### src/rtl/ilt_pkg.sv
`timescale 1ns / 1ps

package ilt_pkg;

	// length bound for a name or pair, counting the key/value separator; held counts stay below it
	localparam int MAX_LEN = 4096;
	localparam int LEN_W   = $clog2(MAX_LEN) + 1;

	// result queue
	localparam int FIFO_DEPTH = 4;
	localparam int PTR_W      = $clog2(FIFO_DEPTH);
	localparam int CNT_W      = $clog2(FIFO_DEPTH + 1);

	localparam logic [7:0] CH_LBRACKET = 8'h5B;
	localparam logic [7:0] CH_RBRACKET = 8'h5D;
	localparam logic [7:0] CH_SEMI     = 8'h3B;
	localparam logic [7:0] CH_EQUALS   = 8'h3D;
	localparam logic [7:0] CH_NEWLINE  = 8'h0A;
	localparam logic [7:0] CH_TAB      = 8'h09;
	localparam logic [7:0] CH_SPACE    = 8'h20;

	typedef enum logic [3:0] {
		PH_LINE     = 4'd0,
		PH_SECT     = 4'd1,
		PH_SECT_END = 4'd2,
		PH_COMMENT  = 4'd3,
		PH_KEY      = 4'd4,
		PH_KEY_GAP  = 4'd5,
		PH_VALUE    = 4'd6,
		PH_VALUE_NL = 4'd7,
		PH_DONE     = 4'd8,
		PH_ERROR    = 4'd9
	} phase_t;

	typedef enum logic [2:0] {
		EV_NONE      = 3'd0,
		EV_SECT_CHAR = 3'd1,
		EV_SECT_END  = 3'd2,
		EV_KEY_CHAR  = 3'd3,
		EV_KEY_END   = 3'd4,
		EV_VAL_CHAR  = 3'd5,
		EV_PAIR_END  = 3'd6,
		EV_FINISHED  = 3'd7
	} event_t;

	typedef enum logic [1:0] {
		ST_OK     = 2'd0,
		ST_SYNTAX = 2'd1,
		ST_LONG   = 2'd2
	} status_t;

	typedef struct packed {
		event_t     ev;
		logic [7:0] ch;
		status_t    st;
		logic       last;
	} res_t;

	// up to two results produced by one byte
	typedef struct packed {
		logic [1:0] n;
		res_t       r0;
		res_t       r1;
	} res_pair_t;

endpackage

### src/rtl/ilt_parser.sv
`timescale 1ns / 1ps

module ilt_parser (
	input  logic               clk,
	input  logic               arst_n,
	input  logic               step,
	input  logic [7:0]         ch,
	input  logic               eoi,
	output ilt_pkg::res_pair_t res
);

	ilt_pkg::phase_t               phase_q, phase_d;
	logic [ilt_pkg::LEN_W-1:0]     len_q, len_d;
	ilt_pkg::status_t              sticky_q, sticky_d;

	logic blank;
	logic ok1, ok2;
	logic [1:0] n;
	ilt_pkg::res_t r0, r1;

	function automatic ilt_pkg::res_t mk(ilt_pkg::event_t ev, logic [7:0] c,
		ilt_pkg::status_t st);
		ilt_pkg::res_t r;
		r.ev   = ev;
		r.ch   = c;
		r.st   = st;
		r.last = 1'b0;
		return r;
	endfunction

	assign blank = (ch == ilt_pkg::CH_SPACE) || (ch == ilt_pkg::CH_TAB);
	// room for one / two more held characters
	assign ok1 = len_q < ilt_pkg::LEN_W'(ilt_pkg::MAX_LEN - 1);
	assign ok2 = len_q < ilt_pkg::LEN_W'(ilt_pkg::MAX_LEN - 2);

	always_comb begin
		phase_d  = phase_q;
		len_d    = len_q;
		sticky_d = sticky_q;
		n        = 2'd0;
		r0       = '0;
		r1       = '0;
		if (step) begin
			unique case (phase_q)
				ilt_pkg::PH_LINE, ilt_pkg::PH_VALUE_NL: begin
					if (eoi) begin
						if (phase_q == ilt_pkg::PH_VALUE_NL) begin
							r0 = mk(ilt_pkg::EV_PAIR_END, 8'h00, ilt_pkg::ST_OK);
							r1 = mk(ilt_pkg::EV_FINISHED, 8'h00, ilt_pkg::ST_OK);
							n  = 2'd2;
						end else begin
							r0 = mk(ilt_pkg::EV_FINISHED, 8'h00, ilt_pkg::ST_OK);
							n  = 2'd1;
						end
						phase_d = ilt_pkg::PH_DONE;
					end else if (phase_q == ilt_pkg::PH_VALUE_NL &&
						ch == ilt_pkg::CH_SPACE) begin
						// continuation: newline and space join the value
						if (!ok1) begin
							r0       = mk(ilt_pkg::EV_NONE, 8'h00, ilt_pkg::ST_LONG);
							n        = 2'd1;
							sticky_d = ilt_pkg::ST_LONG;
							phase_d  = ilt_pkg::PH_ERROR;
						end else if (!ok2) begin
							r0       = mk(ilt_pkg::EV_VAL_CHAR, ilt_pkg::CH_NEWLINE,
								ilt_pkg::ST_OK);
							r1       = mk(ilt_pkg::EV_NONE, 8'h00, ilt_pkg::ST_LONG);
							n        = 2'd2;
							len_d    = len_q + 1'b1;
							sticky_d = ilt_pkg::ST_LONG;
							phase_d  = ilt_pkg::PH_ERROR;
						end else begin
							r0      = mk(ilt_pkg::EV_VAL_CHAR, ilt_pkg::CH_NEWLINE,
								ilt_pkg::ST_OK);
							r1      = mk(ilt_pkg::EV_VAL_CHAR, ilt_pkg::CH_SPACE,
								ilt_pkg::ST_OK);
							n       = 2'd2;
							len_d   = len_q + ilt_pkg::LEN_W'(2);
							phase_d = ilt_pkg::PH_VALUE;
						end
					end else begin
						// line start; a pending pair is closed first
						if (phase_q == ilt_pkg::PH_VALUE_NL) begin
							r0 = mk(ilt_pkg::EV_PAIR_END, 8'h00, ilt_pkg::ST_OK);
							n  = 2'd1;
						end
						priority if (ch == ilt_pkg::CH_LBRACKET) begin
							phase_d = ilt_pkg::PH_SECT;
							len_d   = '0;
						end else if (ch == ilt_pkg::CH_NEWLINE ||
							ch == ilt_pkg::CH_SPACE) begin
							phase_d = ilt_pkg::PH_LINE;
						end else if (ch == ilt_pkg::CH_SEMI) begin
							phase_d = ilt_pkg::PH_COMMENT;
						end else begin
							phase_d = ilt_pkg::PH_KEY;
							len_d   = ilt_pkg::LEN_W'(1);
							if (phase_q == ilt_pkg::PH_VALUE_NL) begin
								r1 = mk(ilt_pkg::EV_KEY_CHAR, ch, ilt_pkg::ST_OK);
								n  = 2'd2;
							end else begin
								r0 = mk(ilt_pkg::EV_KEY_CHAR, ch, ilt_pkg::ST_OK);
								n  = 2'd1;
							end
						end
					end
				end
				ilt_pkg::PH_SECT: begin
					n = 2'd1;
					priority if (eoi || ch == ilt_pkg::CH_NEWLINE) begin
						r0       = mk(ilt_pkg::EV_NONE, 8'h00, ilt_pkg::ST_SYNTAX);
						sticky_d = ilt_pkg::ST_SYNTAX;
						phase_d  = ilt_pkg::PH_ERROR;
					end else if (ch == ilt_pkg::CH_RBRACKET) begin
						r0      = mk(ilt_pkg::EV_SECT_END, 8'h00, ilt_pkg::ST_OK);
						phase_d = ilt_pkg::PH_SECT_END;
					end else if (ok1) begin
						r0    = mk(ilt_pkg::EV_SECT_CHAR, ch, ilt_pkg::ST_OK);
						len_d = len_q + 1'b1;
					end else begin
						r0       = mk(ilt_pkg::EV_NONE, 8'h00, ilt_pkg::ST_LONG);
						sticky_d = ilt_pkg::ST_LONG;
						phase_d  = ilt_pkg::PH_ERROR;
					end
				end
				ilt_pkg::PH_SECT_END, ilt_pkg::PH_COMMENT: begin
					priority if (eoi) begin
						r0      = mk(ilt_pkg::EV_FINISHED, 8'h00, ilt_pkg::ST_OK);
						n       = 2'd1;
						phase_d = ilt_pkg::PH_DONE;
					end else if (ch == ilt_pkg::CH_NEWLINE) begin
						phase_d = ilt_pkg::PH_LINE;
					end else if (phase_q == ilt_pkg::PH_SECT_END && !blank) begin
						r0       = mk(ilt_pkg::EV_NONE, 8'h00, ilt_pkg::ST_SYNTAX);
						n        = 2'd1;
						sticky_d = ilt_pkg::ST_SYNTAX;
						phase_d  = ilt_pkg::PH_ERROR;
					end else begin
						phase_d = phase_q;
					end
				end
				ilt_pkg::PH_KEY, ilt_pkg::PH_KEY_GAP: begin
					priority if (eoi || (phase_q == ilt_pkg::PH_KEY &&
						ch == ilt_pkg::CH_NEWLINE)) begin
						r0       = mk(ilt_pkg::EV_NONE, 8'h00, ilt_pkg::ST_SYNTAX);
						n        = 2'd1;
						sticky_d = ilt_pkg::ST_SYNTAX;
						phase_d  = ilt_pkg::PH_ERROR;
					end else if (ch == ilt_pkg::CH_EQUALS) begin
						// the '=' counts as one held character
						n = 2'd1;
						if (ok1) begin
							r0      = mk(ilt_pkg::EV_KEY_END, 8'h00, ilt_pkg::ST_OK);
							len_d   = len_q + 1'b1;
							phase_d = ilt_pkg::PH_VALUE;
						end else begin
							r0       = mk(ilt_pkg::EV_NONE, 8'h00, ilt_pkg::ST_LONG);
							sticky_d = ilt_pkg::ST_LONG;
							phase_d  = ilt_pkg::PH_ERROR;
						end
					end else if (blank) begin
						phase_d = ilt_pkg::PH_KEY_GAP;
					end else if (phase_q == ilt_pkg::PH_KEY_GAP) begin
						r0       = mk(ilt_pkg::EV_NONE, 8'h00, ilt_pkg::ST_SYNTAX);
						n        = 2'd1;
						sticky_d = ilt_pkg::ST_SYNTAX;
						phase_d  = ilt_pkg::PH_ERROR;
					end else if (ok1) begin
						r0    = mk(ilt_pkg::EV_KEY_CHAR, ch, ilt_pkg::ST_OK);
						n     = 2'd1;
						len_d = len_q + 1'b1;
					end else begin
						r0       = mk(ilt_pkg::EV_NONE, 8'h00, ilt_pkg::ST_LONG);
						n        = 2'd1;
						sticky_d = ilt_pkg::ST_LONG;
						phase_d  = ilt_pkg::PH_ERROR;
					end
				end
				ilt_pkg::PH_VALUE: begin
					priority if (eoi) begin
						r0      = mk(ilt_pkg::EV_PAIR_END, 8'h00, ilt_pkg::ST_OK);
						r1      = mk(ilt_pkg::EV_FINISHED, 8'h00, ilt_pkg::ST_OK);
						n       = 2'd2;
						phase_d = ilt_pkg::PH_DONE;
					end else if (ch == ilt_pkg::CH_NEWLINE) begin
						phase_d = ilt_pkg::PH_VALUE_NL;
					end else if (ok1) begin
						r0    = mk(ilt_pkg::EV_VAL_CHAR, ch, ilt_pkg::ST_OK);
						n     = 2'd1;
						len_d = len_q + 1'b1;
					end else begin
						r0       = mk(ilt_pkg::EV_NONE, 8'h00, ilt_pkg::ST_LONG);
						n        = 2'd1;
						sticky_d = ilt_pkg::ST_LONG;
						phase_d  = ilt_pkg::PH_ERROR;
					end
				end
				ilt_pkg::PH_DONE: begin
					phase_d = ilt_pkg::PH_DONE;
				end
				default: begin
					// error is sticky: report the stored status on every byte
					r0      = mk(ilt_pkg::EV_NONE, 8'h00, sticky_q);
					n       = 2'd1;
					phase_d = ilt_pkg::PH_ERROR;
				end
			endcase
		end
		r0.last = (n == 2'd1);
		r1.last = (n == 2'd2);
	end

	assign res.n  = n;
	assign res.r0 = r0;
	assign res.r1 = r1;

	always_ff @(posedge clk or negedge arst_n) begin
		if (!arst_n) begin
			phase_q  <= ilt_pkg::PH_LINE;
			len_q    <= '0;
			sticky_q <= ilt_pkg::ST_OK;
		end else begin
			phase_q  <= phase_d;
			len_q    <= len_d;
			sticky_q <= sticky_d;
		end
	end

	a_error_has_status: assert property (@(posedge clk) disable iff (!arst_n)
		phase_q == ilt_pkg::PH_ERROR |-> sticky_q != ilt_pkg::ST_OK)
		else $error("error phase with ok status");

	a_len_bound: assert property (@(posedge clk) disable iff (!arst_n)
		len_q < ilt_pkg::LEN_W'(ilt_pkg::MAX_LEN))
		else $error("length count past limit");

	a_done_silent: assert property (@(posedge clk) disable iff (!arst_n)
		phase_q == ilt_pkg::PH_DONE |-> res.n == 2'd0)
		else $error("results after finish");

endmodule

### src/rtl/ilt_result_fifo.sv
`timescale 1ns / 1ps

module ilt_result_fifo (
	input  logic               clk,
	input  logic               arst_n,
	input  ilt_pkg::res_pair_t push,
	output logic               room,
	output logic               res_valid,
	input  logic               res_stall,
	output logic [2:0]         event_res,
	output logic [7:0]         char_out,
	output logic [1:0]         status,
	output logic               last
);

	ilt_pkg::res_t                 ent_q [ilt_pkg::FIFO_DEPTH];
	logic [ilt_pkg::PTR_W-1:0]     wr_q, rd_q;
	logic [ilt_pkg::CNT_W-1:0]     cnt_q;
	logic                          pop;
	ilt_pkg::res_t                 head;

	assign head      = ent_q[rd_q];
	assign res_valid = (cnt_q != '0);
	assign pop       = res_valid && !res_stall;
	// the parser may emit two results per byte
	assign room      = cnt_q <= ilt_pkg::CNT_W'(ilt_pkg::FIFO_DEPTH - 2);

	assign event_res = head.ev;
	assign char_out  = head.ch;
	assign status    = head.st;
	assign last      = head.last;

	always_ff @(posedge clk) begin
		if (push.n != 2'd0) begin
			ent_q[wr_q] <= push.r0;
		end
		if (push.n == 2'd2) begin
			ent_q[wr_q + ilt_pkg::PTR_W'(1)] <= push.r1;
		end
	end

	always_ff @(posedge clk or negedge arst_n) begin
		if (!arst_n) begin
			wr_q  <= '0;
			rd_q  <= '0;
			cnt_q <= '0;
		end else begin
			wr_q  <= wr_q + ilt_pkg::PTR_W'(push.n);
			rd_q  <= rd_q + ilt_pkg::PTR_W'(pop);
			cnt_q <= cnt_q + ilt_pkg::CNT_W'(push.n) - ilt_pkg::CNT_W'(pop);
		end
	end

	a_cnt_bound: assert property (@(posedge clk) disable iff (!arst_n)
		cnt_q <= ilt_pkg::CNT_W'(ilt_pkg::FIFO_DEPTH))
		else $error("result queue overfilled");

	a_push_needs_room: assert property (@(posedge clk) disable iff (!arst_n)
		push.n != 2'd0 |-> room)
		else $error("push without room");

	a_pair_last: assert property (@(posedge clk) disable iff (!arst_n)
		push.n == 2'd2 |-> push.r1.last && !push.r0.last)
		else $error("last flag misplaced on a result pair");

endmodule

### src/rtl/ini_line_tokenizer_unit.sv
`timescale 1ns / 1ps

// INI line tokenizer.
// Input channel: one beat per file byte (byte_in), or an end-of-file mark
// (end_of_input = 1, byte_in ignored). item_valid/item_stall handshake.
// Result channel: one beat per event (event_res, char_out, status, last);
// last marks the final result caused by one input beat. A byte may cause
// no result, one, or two (pair end plus finished, pair end plus key char,
// two value chars on a line continuation, or a value char plus an error).
// A byte passes the input register, then the parser, into a four-entry
// result queue.
// Throughput: one byte per cycle while each byte yields at most one
// result and the receiver does not stall; a byte with two results leaves
// them one after the other through the single result port behind the queue.
// Reset puts the parser at line start with a zero length count and ok
// status, and empties the queue. When the receiver stalls, the queue
// fills, then the input register holds and item_stall rises.
// After an error every byte gives one error beat; after finished, none.
module ini_line_tokenizer_unit (
	input  logic       clk,
	input  logic       arst_n,
	input  logic       item_valid,
	output logic       item_stall,
	input  logic [7:0] byte_in,
	input  logic       end_of_input,
	output logic       res_valid,
	input  logic       res_stall,
	output logic [2:0] event_res,
	output logic [7:0] char_out,
	output logic [1:0] status,
	output logic       last
);

	logic               valid_s1;
	logic [7:0]         byte_s1;
	logic               eoi_s1;
	logic               room;
	logic               step;
	logic               accept;
	ilt_pkg::res_pair_t pair;

	assign step       = valid_s1 && room;
	assign item_stall = valid_s1 && !room;
	assign accept     = item_valid && !item_stall;

	always_ff @(posedge clk or negedge arst_n) begin
		if (!arst_n) begin
			valid_s1 <= 1'b0;
		end else begin
			valid_s1 <= accept || (valid_s1 && !step);
		end
	end

	always_ff @(posedge clk) begin
		if (accept) begin
			byte_s1 <= byte_in;
			eoi_s1  <= end_of_input;
		end
	end

	ilt_parser u_parser (
		.clk    (clk),
		.arst_n (arst_n),
		.step   (step),
		.ch     (byte_s1),
		.eoi    (eoi_s1),
		.res    (pair)
	);

	ilt_result_fifo u_fifo (
		.clk       (clk),
		.arst_n    (arst_n),
		.push      (pair),
		.room      (room),
		.res_valid (res_valid),
		.res_stall (res_stall),
		.event_res (event_res),
		.char_out  (char_out),
		.status    (status),
		.last      (last)
	);

endmodule

### config.mk
export PLATFORM = sky130hd
export DESIGN_NAME = ini_line_tokenizer_unit
export DESIGN_NICKNAME = d
export VERILOG_FILES = /design/src/rtl/ilt_pkg.sv /design/src/rtl/ilt_parser.sv /design/src/rtl/ilt_result_fifo.sv /design/src/rtl/ini_line_tokenizer_unit.sv
export SDC_FILE = /design/constraint.sdc
export NUM_CORES = 1
export LEC_CHECK = 0
export ABC_CLOCK_PERIOD_IN_PS = 2900
export BUFFER_PORTS_ARGS = -buffer_cell sky130_fd_sc_hd__buf_2
export CAP_MARGIN = 0
export CORE_ASPECT_RATIO = 1.5
export CORE_MARGIN = 8
export CORE_UTILIZATION = 29
export DETAILED_ROUTE_END_ITERATION = 8
export GPL_ROUTABILITY_DRIVEN = 0
export HOLD_SLACK_MARGIN = 0.02
export PLACE_DENSITY = 0.49
export SETUP_SLACK_MARGIN = 0.15
export SYNTH_ARGS = -nofsm -noshare
export SYNTH_HDL_FRONTEND = slang
export SYNTH_SLANG_ARGS = --single-unit
### constraint.sdc
create_clock -name clk -period 2.9 [get_ports clk]
set_input_delay 0.145 -clock clk [delete_from_list [all_inputs] [get_ports clk]]
set_output_delay 0.145 -clock clk [all_outputs]
set_load 0.005 [all_outputs]
Yosys cells after proc, flatten, opt, wreduce, memory -nomap -nowiden
Memory sizes are Yosys's and may differ from the RTL's.
Index checks and enable logic that the tools add are counted.
{ "totals": {"ff_bits": 36, "ramBits": 56, "inputBits": 13, "output_inout_bits": 16, "mem_count": 1} }
{ "op_classes": {"add_sub_neg": 7, "magnitude_cmp": 3, "n_eq_ne": 36, "muxes": 115, "reduce_logical": 29} }
{ "memory_table": {"columns": ["name", "words", "width", "rd", "rd_clocked_by_memory_dff", "wr", "line_no", "source"], "rows": [
  ["u_fifo.ent_q", 4, 14, 1, 0, 2, "ilt_result_fifo.sv:16", "ilt_pkg::res_t ent_q [ilt_pkg::FIFO_DEPTH];"]
]} }
{ "ops": {"columns": ["operator", "count"], "rows": [
  ["14-bit two-way mux", 31],
  ["13-bit two-way mux", 18],
  ["14-bit case mux with 6 select lines", 1],
  ["4-bit two-way mux", 19],
  ["2-bit two-way mux", 30],
  ["13-bit case mux with 4 select lines", 1],
  ["14-bit case mux with 2 select lines", 1],
  ["13-bit by 12-bit less-than comparator with 1-bit output, second input constant", 2],
  ["8-bit by 6-bit == test with 1-bit output, second input constant", 3],
  ["12-bit two-way mux", 2],
  ["4-bit case mux with 6 select lines", 1],
  ["2-bit case mux with 5 select lines", 2],
  ["4-bit by 3-bit == test with 1-bit output, second input constant", 4],
  ["8-bit by 4-bit == test with 1-bit output, second input constant", 2],
  ["8-bit by 7-bit == test with 1-bit output, second input constant", 2],
  ["2-bit != test, second input constant", 8],
  ["13-bit by 1-bit adder with 13-bit output, second input constant", 1],
  ["13-bit by 2-bit adder with 13-bit output, second input constant", 1],
  ["13-bit AND reduction", 1],
  ["4-bit by 2-bit != test with 1-bit output, second input constant", 3],
  ["12-bit AND reduction", 1],
  ["3-bit by 2-bit != test with 1-bit output, second input constant", 3],
  ["4-bit by 2-bit == test with 1-bit output, second input constant", 2],
  ["1-bit logical AND", 8],
  ["other kinds (24)", 43]
]} }

Longest topological paths before layout
Gate-level depths: netlist of the first run.
{ "logic_depth": {"depth_word": 12, "depth_mapped": 14} }

Modules after synthesis
A second synthesis of the first run with hierarchy kept.
{ "hier_totals": {"cells_unflattened": 578, "area_unflattened_um2": 6468.7} }
{ "modules_own_cells": {"columns": ["mod", "n_inst", "cells_each", "area_each_um2"], "rows": [
  ["ilt_result_fifo", 1, 177, 3243.1],
  ["ilt_parser", 1, 386, 2891.5],
  ["ini_line_tokenizer_unit", 1, 15, 334.1]
]} }

Least setup slack after synthesis of the first run
No wires, ideal clock.
{ "synth_path": {"path_kind": "reg2reg", "startpoint": "reg byte_s1[7]", "endpoint": "reg u_fifo.cnt_q[2] (netlist bit)", "arrival_ns": 3.046, "t_required_ns": 2.777, "setup_slack_ns": -0.268, "stages_incl_launch_ff": 15, "path_buffers": 1, "period_less_slack_ns": 3.168, "cell_sequence": "edfxtp_1 > nand4bb_1 > or2_2 > clkbuf_1 > ha_1 > inv_1 > a211oi_1 > a21o_1 > nor2_2 > nor2_1 > ha_1 > inv_1 > fa_1 > xor2_1 > xnor2_1"} }
{ "synth_via": {"elab_chain_len": 11} }
{ "synth_lines": {"columns": ["item", "line_no", "source"], "rows": [
  ["start, declared", "ini_line_tokenizer_unit.sv:35", "logic [7:0] byte_s1;"],
  ["start signal, assigned", "ini_line_tokenizer_unit.sv:56", "byte_s1 <= byte_in;"],
  ["8-bit by 6-bit == test with 1-bit output / 8-bit by 4-bit == test with 1-bit output (equally long branches)", "ilt_parser.sv:31, ilt_parser.sv:57, ilt_parser.sv:91", null],
  ["1-bit logical OR", "ilt_parser.sv:31", "assign blank = (ch == ilt_pkg::CH_SPACE) || (ch == ilt_pkg::CH_TAB);"],
  ["1-bit zero test", "ilt_parser.sv:133", "end else if (phase_q == ilt_pkg::PH_SECT_END && !blank) begin"],
  ["1-bit logical AND", "ilt_parser.sv:133", null],
  ["1-bit two-way mux", "ilt_parser.sv:133", null],
  ["2-bit two-way mux", "ilt_parser.sv:131", "end else if (ch == ilt_pkg::CH_NEWLINE) begin"],
  ["2-bit two-way mux", "ilt_parser.sv:127", "priority if (eoi) begin"],
  ["2-bit case mux with 5 select lines (*)", "ilt_parser.sv:44", "unique case (phase_q)"],
  ["2-bit two-way mux (*)", "ilt_parser.sv:43", "if (step) begin"],
  ["3-bit by 2-bit adder with 3-bit output (*)", "ilt_result_fifo.sv:50", "cnt_q <= cnt_q + ilt_pkg::CNT_W'(push.n) - ilt_pkg::CNT_W'(pop);"],
  ["3-bit by 1-bit subtractor with 3-bit output (*)", "ilt_result_fifo.sv:50", null],
  ["end signal, assigned", "ilt_result_fifo.sv:50", null],
  ["end, declared", "ilt_result_fifo.sv:18", "logic [ilt_pkg::CNT_W-1:0] cnt_q;"]
]} }
Mark *: on every way between the ends. The rest lies on a longest branch, timed or not.
A chain may end at the register's enable or synchronous reset.

Worst setup path in the final report of the first run
{ "layout_path": {"startpoint": "reg byte_s1[3]", "endpoint": "reg u_fifo.cnt_q[2] (netlist bit)"} }
Same word-level chain as after synthesis.

==> results.md, run 1 <==
- Slew Limit Fails: 0
- Fin Hold WS: 220 ps
- Met2 Track Usage GR: 29.1%
- Worst vdd rail ir drop: 0.329 mV
- Die X-Extent: 131 um
- Largest net degree at the start of global routing: 28
- FF-to-FF path depth: 12
- Failing checks: setup timing
- Mapped Cells: 556
- Initial antenna violation count: 0
- RSZ-0062 raised after global routing: true
- Fillcell total: 1839
- Final Cycle Share: 102%
- Crit path kind: reg -> reg
- Power Dens Cells: 811 nW/um^2
- First-pass iteration count of the detailed router: 5
- Post-synthesis compound-gate area fraction: 21.5%
- Global route total overflow: 0
- Initial DRC count: 562
- Reg clk slew, reported paths: 70 ps
- Total GRT Usage: 15.7%
- Clock power frac: 19.4%
- Final worst setup slack: -69.1 ps
- Hold-critical path depth: 3
- Number of synthesized flops with an enable pin: 61
- Max Cap Viol: 0
- Crit start category: flop
- Clock insertion delay at the later pin of the skew report: 350 ps
- Final cell count without fillers: 966
- Post-layout util: 42.2%
- CP Buf/Inv Count: 2
- Synth Area in Adders: 2.51%
- Via count: 5410
- Synth unique cells: 88
- Die Y: 189 um
- # IOs: 29
- Reg2Reg Setup Slack: -70 ps
- Row cnt: 63
- CP peak stage delay: 590 ps
- Top cells by count, synth: edfxtp_1, nand2_1, a21oi_1, nor2_1, o21ai_0
- Clock root buffer: clkbuf_16
- ANT nets after route: 0
- Layout cells sized above 1: 41.1%
- Critical R2R Capture: u_fifo.cnt_q[2]
- Seq/Total Area, Yosys: 44.8%
- Area leader, netlist: edfxtp_1
- Hold Path Class: in -> reg
- Hold Path Origin: res_stall
- First-pass GRT wire length: 31.2 mm
- Final WL: 19.5 mm
- Outcome: finished, violations left
- Synth top area share: 31.7%
- Worst Path Arrival: 3200 ps
- Worst Hold End: u_fifo.rd_q[0]
- P_leak: 3.00 nW
- Endpoint type of the worst setup path: flop
- Most used DFF post-synth: edfxtp_1
- DRC Markers: 0
- CP Launch Point: byte_s1[3]
- Int Pwr: 4.11 mW
- Slew headroom: 17.1%
- H-tree depth: 3
- Yosys reg bits: 92
- Post-route minimum period: 2970 ps
- Sequential Power Share: 29.5%
- Net Switching: 2.60 mW
- Syn Nets: 580
- Average cell area after synthesis: 10.4 sq um
- Vias/cell: 5.60
- Largest family of logic cells by synthesized area: compound AO/OA/AOI/OAI gates
- Avg WL per Cell: 20.2 um
- Worst-case clock skew: 7.70 ps
- Post-synthesis mux area share: 6.17%
- CTS tree: done
- Clk buf depth: 2
- Placed Instances: 906
- Critical Path RT: 3130 ps
- R2R Path Start: byte_s1[3]
- Port bufs: 28
- CTS Buf Count: 9
- Hold Fails Final Rpt: 0
- Vias in the first global route: 5553
- FFs w/ async S/R, synth: 29.3%
- Synth-to-Final Area Change: 43.2%
- Mapped Area: 5780 sq um
- Most frequent cell after synthesis: edfxtp_1
- XOR/XNOR Fraction of Synth Area: 0.909%
- GRT Max-Usage Layer: met2
- Setup Viol. Count Final: 37
- Number of diodes: 0
- Max Freq: 337 MHz
- Combinational fraction of design power: 51.1%
- HPWL Detailed: 14.0 mm
- Crit-path cells: buf_6, or4b_4, nor3_4, nand2_2, o2111ai_4, nor2_4, nor2_2, ha_2, inv_2, fa_2, xor2_2, xnor2_2
- Yosys Warn Count: 0
- Starting Density: 29.4%
- GR Util met3: 2.18%
- GR Layer Usage met1: 17.0%
- CP Max Fanout: 5
- Crit-path slowest cell: or4b_4
- Tightest Pin Transition: 1240 ps
- CP delay by family, top: simple AND/OR/NAND/NOR gates
- Layout Nets: 725
- Total die area: 24800 sq um
- Core area: 19600 sq um
- Dominant cells by area after synthesis: edfxtp_1, dfrtp_1, mux4_2, o22ai_1, a21oi_1
- Switching Fraction: 38.8%
- Clk sink count: 92
- Post-synthesis simple-gate area fraction: 20.6%
sequential cells by signal, summed over array words and instances, names as in the netlist:
register,flops
eoi_s1,1
byte_s1,8
u_fifo.wr_q,2
u_parser.len_q,13
u_fifo.ent_q,56
u_fifo.rd_q,2
u_fifo.cnt_q,3
u_parser.phase_q,4
valid_s1,1
u_parser.sticky_q,2
worst max path at each step:
stage	slack, ps	to	cells past startpoint
floorplan	-140	u_fifo.cnt_q[2]	14
global placement	-9	u_fifo.cnt_q[2]	12
detailed placement	-100	u_fifo.cnt_q[2]	14
CTS	-40	u_fifo.ent_q[2][10]	11
global route	-210	u_fifo.cnt_q[2]	12
finish	-70	u_fifo.cnt_q[2]	12
routing by layer:
metal | vias up | share of wire [%]
met3 | 74 | 4.1
met5 | - | 0
met2 | 205 | 53
met1 | 2648 | 37
met4 | 0 | 5.1
li1 | 2483 | -
cell usage in the layout (no fill, tap or decap), types with 12 or more instances in the layout:
cell      netlist  layout
buf_4           2     100
a31oi_1        12      12
a21oi_1        34      34
edfxtp_1       61      61
mux4_2         14      14
nand2_1        40      30
nor2b_1        13      12
o22ai_2         0      14
buf_6           0      19
nand3_1        19      14
buf_2           9      28
o21ai_0        31      25
dfrtp_1        27      27
nor2_1         33      31
per-stage QoR:
| step | TNS (ps) | worst slack [ps] | cell area [sq um] | power, mW |
|---|---|---|---|---|
| 5_1_grt | -11170 | -213 | 8280 | 7.07 |
| 4_1_cts | -265 | -40.0 | 7970 | 6.46 |
| 3_3_place_gp | -8.72 | -8.72 | 6940 | 4.51 |
| 3_5_place_dp | -403 | -103 | 6940 | 4.55 |
| 2_1_floorplan | -139 | -139 | 5870 | 3.49 |
| 6_report | -1420 | -69.1 | 8280 | 6.71 |
worst min-delay path, stage by stage:
cell and delay (ps):
buf_2 80, nor2b_1 50, ha_1 270
what timing repair did:
item / in CTS / in global routing
pin swaps: 35 / 39
buffers inserted: 17 / 11
gates resized for setup: 82 / 41
setup endpoints to repair: 104 / 126
hold buffers: 11 / 0
cloned: 5 / 0
hold endpoints to repair: 37 / 0
layout make-up:
type	count	area, sq um	area share (%)
timing repair buffer	164	1330	16.0
clock inverter	7	96.3	1.16
clock buffer	9	225	2.72
inverter	14	55.1	0.665
tap	260	325	3.93
multi-input combinational	420	3660	44.2
sequential	92	2590	31.3
power groups by stage:
stage	logic (mW)	clock network (mW)	registers (mW)
after floorplan	1.63	0	1.86
after global placement	2.53	0	1.99
after detailed placement	2.55	0	2.00
after CTS	3.16	1.32	1.98
after global routing	3.68	1.36	2.03
final	3.43	1.30	1.98
cells by family after synthesis:
logic type / Yosys count
adder cells (fa/ha/maj): 11
AND/OR/NAND/NOR: 199
buffers and inverters: 49
multiplexers: 18
XOR/XNOR: 6
flip-flops: 92
AO/OA/AOI/OAI: 181
No activity file was read; power rests on OpenSTA's default activity.
==> run 2: changes to the inputs <==
--- a/config.mk
+++ b/config.mk
@@ -16,6 +16,7 @@
 export HOLD_SLACK_MARGIN = 0.02
 export PLACE_DENSITY = 0.49
 export SETUP_SLACK_MARGIN = 0.15
+export SKIP_CTS_REPAIR_TIMING = 1
 export SYNTH_ARGS = -nofsm -noshare
 export SYNTH_HDL_FRONTEND = slang
 export SYNTH_SLANG_ARGS = --single-unit
==> run 2 against run 1 <==
Compared with the run above: total power fell by 6.3%; non-clock buffer count fell by 14; critical path depth fell by 1; routed wire length fell by 4.1%; combinational power fell by 12%; clock-buffer cell count did not move; worst setup slack got worse by 46 ps; the flow finishes with violations (hold timing, setup timing); worst hold slack got worse by 220 ps; largest power group unchanged.
==> results.md, run 2 (same netlist as run 1, synthesis figures left out) <==
- Clock root buffer: clkbuf_16 (unchanged)
- Reg2Reg Setup Slack: -120 ps (was -70 ps)
- HPWL Detailed: 14.0 mm (unchanged)
- Layout cells sized above 1: 33.8% (was 41.1%)
- Clk sink count: 92 (unchanged)
- Critical Path RT: 2960 ps (was 3130 ps)
- Max Freq: 332 MHz (was 337 MHz)
- Hold Path Class: in -> reg (unchanged)
- R2R Path Start: byte_s1[4] (was byte_s1[3])
- Worst vdd rail ir drop: 0.309 mV (was 0.329 mV)
- Fin Hold WS: -1.46 ps (was 220 ps)
- First-pass GRT wire length: 29.2 mm (was 31.2 mm)
- Die X-Extent: 131 um (unchanged)
- Via count: 5293 (was 5410)
- Endpoint type of the worst setup path: flop (unchanged)
- Vias in the first global route: 5228 (was 5553)
- Biggest regs: u_fifo.ent_q x56, u_parser.len_q x13, byte_s1 x8 (unchanged)
- Clock insertion delay at the later pin of the skew report: 350 ps (about the same)
- Final worst setup slack: -115 ps (was -69.1 ps)
- FF-to-FF path depth: 11 (was 12)
- Global route total overflow: 0 (unchanged)
- Worst Path Arrival: 3080 ps (was 3200 ps)
- Initial antenna violation count: 0 (unchanged)
- Max Cap Viol: 0 (unchanged)
- # IOs: 29 (unchanged)
- Largest Register: u_fifo.ent_q (unchanged)
- Number of diodes: 0 (unchanged)
- ANT nets after route: 0 (unchanged)
- Port bufs: 28 (unchanged)
- Setup Viol. Count Final: 27 (was 37)
- Hold-critical path depth: 2 (was 3)
- Layout Nets: 711 (was 725)
- Die Y: 189 um (unchanged)
- Critical R2R Capture: u_fifo.ent_q[2][3] (was u_fifo.cnt_q[2])
- Outcome: finished, violations left (unchanged)
- Core area: 19600 sq um (unchanged)
- Power Dens Cells: 806 nW/um^2 (was 811 nW/um^2)
- RSZ-0062 raised after global routing: true (unchanged)
- Row cnt: 63 (unchanged)
- Vias/cell: 5.56 (was 5.60)
- Post-route minimum period: 3020 ps (was 2970 ps)
- Post-layout util: 39.8% (was 42.2%)
- Hold Fails Final Rpt: 1 (was 0)
- CTS tree: done (unchanged)
- Initial DRC count: 587 (was 562)
- Tightest Pin Transition: 1050 ps (was 1240 ps)
- Max reg flops: 56 (unchanged)
- First-pass iteration count of the detailed router: 5 (unchanged)
- Hold Path Origin: item_valid (was res_stall)
- Leading cell type in the layout, fill and taps excluded: buf_4 (unchanged)
- Reg clk slew, reported paths: 70 ps (about the same)
- Most frequent cells in the layout: buf_4, edfxtp_1, nand2_1 (was buf_4, edfxtp_1, a21oi_1)
- Worst Hold End: valid_s1 (was u_fifo.rd_q[0])
- Starting Density: 29.4% (unchanged)
- Clk buf depth: 2 (unchanged)
- P_leak: 2.89 nW (was 3.00 nW)
- Crit start category: flop (unchanged)
- Avg WL per Cell: 19.7 um (was 20.2 um)
- Worst-case clock skew: 7.09 ps (was 7.70 ps)
- Largest net degree at the start of global routing: 28 (unchanged)
- CTS Buf Count: 9 (unchanged)
- Final Cycle Share: 104% (was 102%)
- Total GRT Usage: 14.8% (was 15.7%)
- CP Max Fanout: 13 (was 5)
- Slew Limit Fails: 0 (unchanged)
- Failing checks: hold timing, setup timing (was setup timing)
- DRC Markers: 0 (unchanged)
- H-tree depth: 3 (unchanged)
- Total die area: 24800 sq um (unchanged)
- Crit path kind: reg -> reg (unchanged)
- Synth-to-Final Area Change: 35.1% (was 43.2%)
- Final WL: 18.7 mm (was 19.5 mm)
- Slew headroom: 29.8% (was 17.1%)
[run 2: cell types whose count changed in the layout (fill, tap and decap cells not counted), moves of 4 or more]
cell / previous run / this run
and2_1: 6 / 13
nand3_1: 14 / 19
o22ai_4: 5 / 0
buf_6: 19 / 11
o22ai_1: 9 / 28
o22ai_2: 14 / 0
and2_4: 7 / 0
o21ai_2: 5 / 1
[run 2: how the worst max path moves through the flow]
stage	from	to	slack (ps)	cells past startpoint
finish	byte_s1[4]	u_fifo.ent_q[2][3]	-120	11
global placement	byte_s1[7]	u_fifo.cnt_q[2]	-9	12
detailed placement	byte_s1[7]	u_fifo.cnt_q[2]	-100	14
CTS	byte_s1[7]	u_fifo.cnt_q[2]	-120	14
floorplan	byte_s1[6]	u_fifo.cnt_q[2]	-140	14
global route	byte_s1[1]	u_fifo.ent_q[2][10]	-240	12
[run 2: cell type report]
class | count | area (sq um)
Fill cell | 1902 | 11800
Multi-Input combinational cell | 420 | 3340
Sequential cell | 92 | 2590
Timing Repair Buffer | 150 | 1180
Tap cell | 260 | 325
Clock buffer | 9 | 225
Clock inverter | 7 | 96.3
Inverter | 14 | 55.1
[run 2: per-stage QoR]
step	cell area, sq um	total power [mW]	TNS, ps	std cells	worst slack, ps
after floorplan	5870	3.49	-139	556	-139
after global placement	6940	4.51	-8.72	906	-8.72
after detailed placement	6940	4.55	-403	906	-103
after CTS	7260	5.86	-621	922	-120
after global routing	7810	6.66	-8640	952	-238
final	7810	6.29	-2110	952	-115
[run 2: layer usage]
| metal | vias to the layer above | GRT usage [%] | wire [um] |
|---|---|---|---|
| li1 | 2458 | - | - |
| met1 | 2572 | 16.3 | 7100 |
| met2 | 201 | 27.4 | 10000 |
| met3 | 62 | 2.12 | 879 |
| met4 | 0 | 6.43 | 708 |
| met5 | - | 0 | 0 |
[run 2: where the power goes]
| group | leakage, nW | switching, mW | total (mW) | internal [mW] |
|---|---|---|---|---|
| combinational | 1.79 | 1.61 | 3.02 | 1.41 |
| clock | 0.155 | 0.541 | 1.30 | 0.761 |
| sequential | 0.942 | 0.254 | 1.98 | 1.72 |
[run 2: critical path, cell delays in order (launching register included)]
cell       delay (ps)
edfxtp_1          400
or4_4             590
buf_6             170
o211ai_1          190
o2111ai_2         240
a21o_1            250
buf_6             120
buf_6             120
nor4_4            320
nor2_1            120
inv_2              80
buf_12            140
==> run 3: changes to the inputs <==
--- a/config.mk
+++ b/config.mk
@@ -6,17 +6,18 @@
 export NUM_CORES = 1
 export LEC_CHECK = 0
 export ABC_CLOCK_PERIOD_IN_PS = 2900
-export BUFFER_PORTS_ARGS = -buffer_cell sky130_fd_sc_hd__buf_2
 export CAP_MARGIN = 0
 export CORE_ASPECT_RATIO = 1.5
 export CORE_MARGIN = 8
 export CORE_UTILIZATION = 29
 export DETAILED_ROUTE_END_ITERATION = 8
+export DONT_BUFFER_PORTS = 1
 export GPL_ROUTABILITY_DRIVEN = 0
 export HOLD_SLACK_MARGIN = 0.02
-export PLACE_DENSITY = 0.49
+export PLACE_DENSITY = 0.48
 export SETUP_SLACK_MARGIN = 0.15
 export SKIP_CTS_REPAIR_TIMING = 1
+export SKIP_LAST_GASP = 1
 export SYNTH_ARGS = -nofsm -noshare
 export SYNTH_HDL_FRONTEND = slang
 export SYNTH_SLANG_ARGS = --single-unit
==> run 3 against run 2 <==
Compared with the run above: the flow finishes with violations (setup timing); register-to-register slack better by 70 ps; non-clock buffer count shrank 12; worst hold slack better by 130 ps.
==> results.md, run 3 (same netlist as run 1, synthesis figures left out) <==
- CP Buf/Inv Count: 4 (was 5)
- Largest Register: u_fifo.ent_q (unchanged)
- Combinational fraction of design power: 47.8% (was 47.9%)
- Reg clk slew, reported paths: 70 ps (about the same)
- Clock root buffer: clkbuf_16 (unchanged)
- Slew Limit Fails: 0 (unchanged)
- Worst vdd rail ir drop: 0.275 mV (was 0.309 mV)
- Crit start category: flop (unchanged)
- Leading cell type in the layout, fill and taps excluded: buf_4 (unchanged)
- Initial antenna violation count: 0 (unchanged)
- Final Cycle Share: 102% (was 104%)
- P_leak: 2.89 nW (about the same)
- Fillcell total: 1859 (was 1902)
- Row cnt: 63 (unchanged)
- Number of diodes: 0 (unchanged)
- Hold Path Class: in -> reg (unchanged)
- # IOs: 29 (unchanged)
- First-pass iteration count of the detailed router: 5 (unchanged)
- Largest net degree at the start of global routing: 28 (unchanged)
- Clock power frac: 20.0% (was 20.7%)
- Clk sink count: 92 (unchanged)
- Worst-case clock skew: 10.3 ps (was 7.09 ps)
- CP Max Fanout: 5 (was 13)
- Total die area: 24800 sq um (unchanged)
- HPWL Detailed: 14.5 mm (was 14.0 mm)
- Fin Setup TNS: -599 ps (was -2110 ps)
- Sequential Power Share: 32.2% (was 31.4%)
- Initial DRC count: 498 (was 587)
- Vias/cell: 5.67 (was 5.56)
- Failing checks: setup timing (was hold timing, setup timing)
- Final cell count without fillers: 939 (was 952)
- First-pass GRT wire length: 30.1 mm (was 29.2 mm)
- CP delay by family, top: simple AND/OR/NAND/NOR gates (unchanged)
- Crit path kind: reg -> reg (unchanged)
- Avg WL per Cell: 20.8 um (was 19.7 um)
- DRC Markers: 0 (unchanged)
- Biggest regs: u_fifo.ent_q x56, u_parser.len_q x13, byte_s1 x8 (unchanged)
- Int Pwr: 3.74 mW (was 3.89 mW)
- Tot Pwr: 6.18 mW (was 6.29 mW)
- Layout cells sized above 1: 36.7% (was 33.8%)
- Worst Path Arrival: 3160 ps (was 3080 ps)
- Placed Instances: 890 (was 906)
- Clock insertion delay at the later pin of the skew report: 360 ps (was 350 ps)
- Final worst setup slack: -47.2 ps (was -115 ps)
- Slew headroom: 47.9% (was 29.8%)
- Power Dens Cells: 776 nW/um^2 (was 806 nW/um^2)
- Synth-to-Final Area Change: 37.7% (was 35.1%)
- Setup Viol. Count Final: 40 (was 27)
- Die Y: 189 um (unchanged)
- Outcome: finished, violations left (unchanged)
- Pre-CTS WS: -105 ps (was -103 ps)
- Endpoint type of the worst setup path: flop (unchanged)
- Total GRT Usage: 15.5% (was 14.8%)
- Crit-path slowest cell: or4bb_1 (was or4_4)
- Die X-Extent: 131 um (unchanged)
- Via count: 5324 (was 5293)
- Post-route minimum period: 2950 ps (was 3020 ps)
- Crit-path cells: buf_6, or4bb_1, a31o_2, nand3_1, o2111ai_4, buf_4, nor4_4, buf_4, a32oi_2, buf_6, nor2b_1 (was or4_4, buf_6, o211ai_1, o2111ai_2, a21o_1, buf_6, buf_6, nor4_4, nor2_1, inv_2, buf_12)
- Net Switching: 2.43 mW (was 2.40 mW)
- CTS Buf Count: 9 (unchanged)
- Layout Nets: 698 (was 711)
- Starting Density: 29.4% (unchanged)
- Critical Path RT: 3110 ps (was 2960 ps)
- Clk buf depth: 2 (unchanged)
- Most frequent cells in the layout: buf_4, edfxtp_1, a21oi_1 (was buf_4, edfxtp_1, nand2_1)
- Tightest Pin Transition: 781 ps (was 1050 ps)
- Hold Fails Final Rpt: 0 (was 1)
- Core area: 19600 sq um (unchanged)
- H-tree depth: 3 (unchanged)
- Switching Fraction: 39.4% (was 38.1%)
- Vias in the first global route: 5273 (was 5228)
- Max Freq: 339 MHz (was 332 MHz)
- ANT nets after route: 0 (unchanged)
- RSZ-0062 raised after global routing: true (unchanged)
- CTS tree: done (unchanged)
- Max reg flops: 56 (unchanged)
- Final WL: 19.6 mm (was 18.7 mm)
- Max Cap Viol: 0 (unchanged)
- Port bufs: 0 (was 28)
- CP peak stage delay: 590 ps (about the same)
- Global route total overflow: 0 (unchanged)
==> run 3: cell types whose count changed in the layout (fill, tap and decap cells not counted), sizes merged <==
cell,before,now
dlygate4sd3,10,11
clkbuf,10,11
nand2,45,44
bufinv,2,1
buf,139,126
==> run 3: final timing paths <==
path                                    start             endpoint  slack (ps)  depth (start not counted)
max                                byte_s1[1]   u_fifo.ent_q[2][5]         -50                         11
max in group asynchronous              arst_n  u_parser.phase_q[2]        2490                          2
min reg2reg                u_fifo.ent_q[1][1]   u_fifo.ent_q[1][1]         480                          1
min                                 res_stall       u_fifo.rd_q[0]         130                          2
max reg2reg                        byte_s1[1]   u_fifo.ent_q[2][5]         -50                         11
min in group asynchronous              arst_n   u_parser.len_q[12]         240                          2
==> run 3: worst reg2reg max path, cell delays in order (launching register included) <==
cell and delay, ps:
edfxtp_1 460, buf_6 160, or4bb_1 590, a31o_2 290
nand3_1 140, o2111ai_4 170, buf_4 200, nor4_4 300
buf_4 170, a32oi_2 50, buf_6 170, nor2b_1 110
==> run 3: final cells by class <==
class / instances / area (sq um) / share of cell area (%)
repair buffers: 138 / 1200 / 15.1
clock buffers: 10 / 239 / 3.00
flip-flops and latches: 92 / 2590 / 32.5
clock inverters: 6 / 70.1 / 0.880
multi-input cells: 419 / 3480 / 43.8
well taps: 260 / 325 / 4.09
inverters: 14 / 55.1 / 0.692
==> run 3: layer usage <==
metal	up-vias	global-route usage, %	wire length, um
met3	74	2.94	765
met5	-	0	0
met1	2624	16.4	7310
met4	0	7.45	1120
met2	200	28.7	10400
li1	2426	-	-
==> run 3: stage by stage <==
step                      cell area [sq um]  util, %  hold slack (ps)
after CTS                              7180     36.6             -534
after floorplan                        5870        -             -151
after global routing                   7960     40.5              128
final                                  7960     40.5              129
after detailed placement               6870     35.0             -149
after global placement                 6870     35.0             -149
==> run 3: power by group through the flow <==
stage	registers [mW]	logic (mW)	clock network, mW
2_1_floorplan	1.86	1.63	0
3_3_place_gp	1.99	2.43	0
3_5_place_dp	2.01	2.45	0
4_1_cts	1.98	2.45	1.26
5_1_grt	2.02	3.20	1.31
6_report	1.99	2.95	1.24
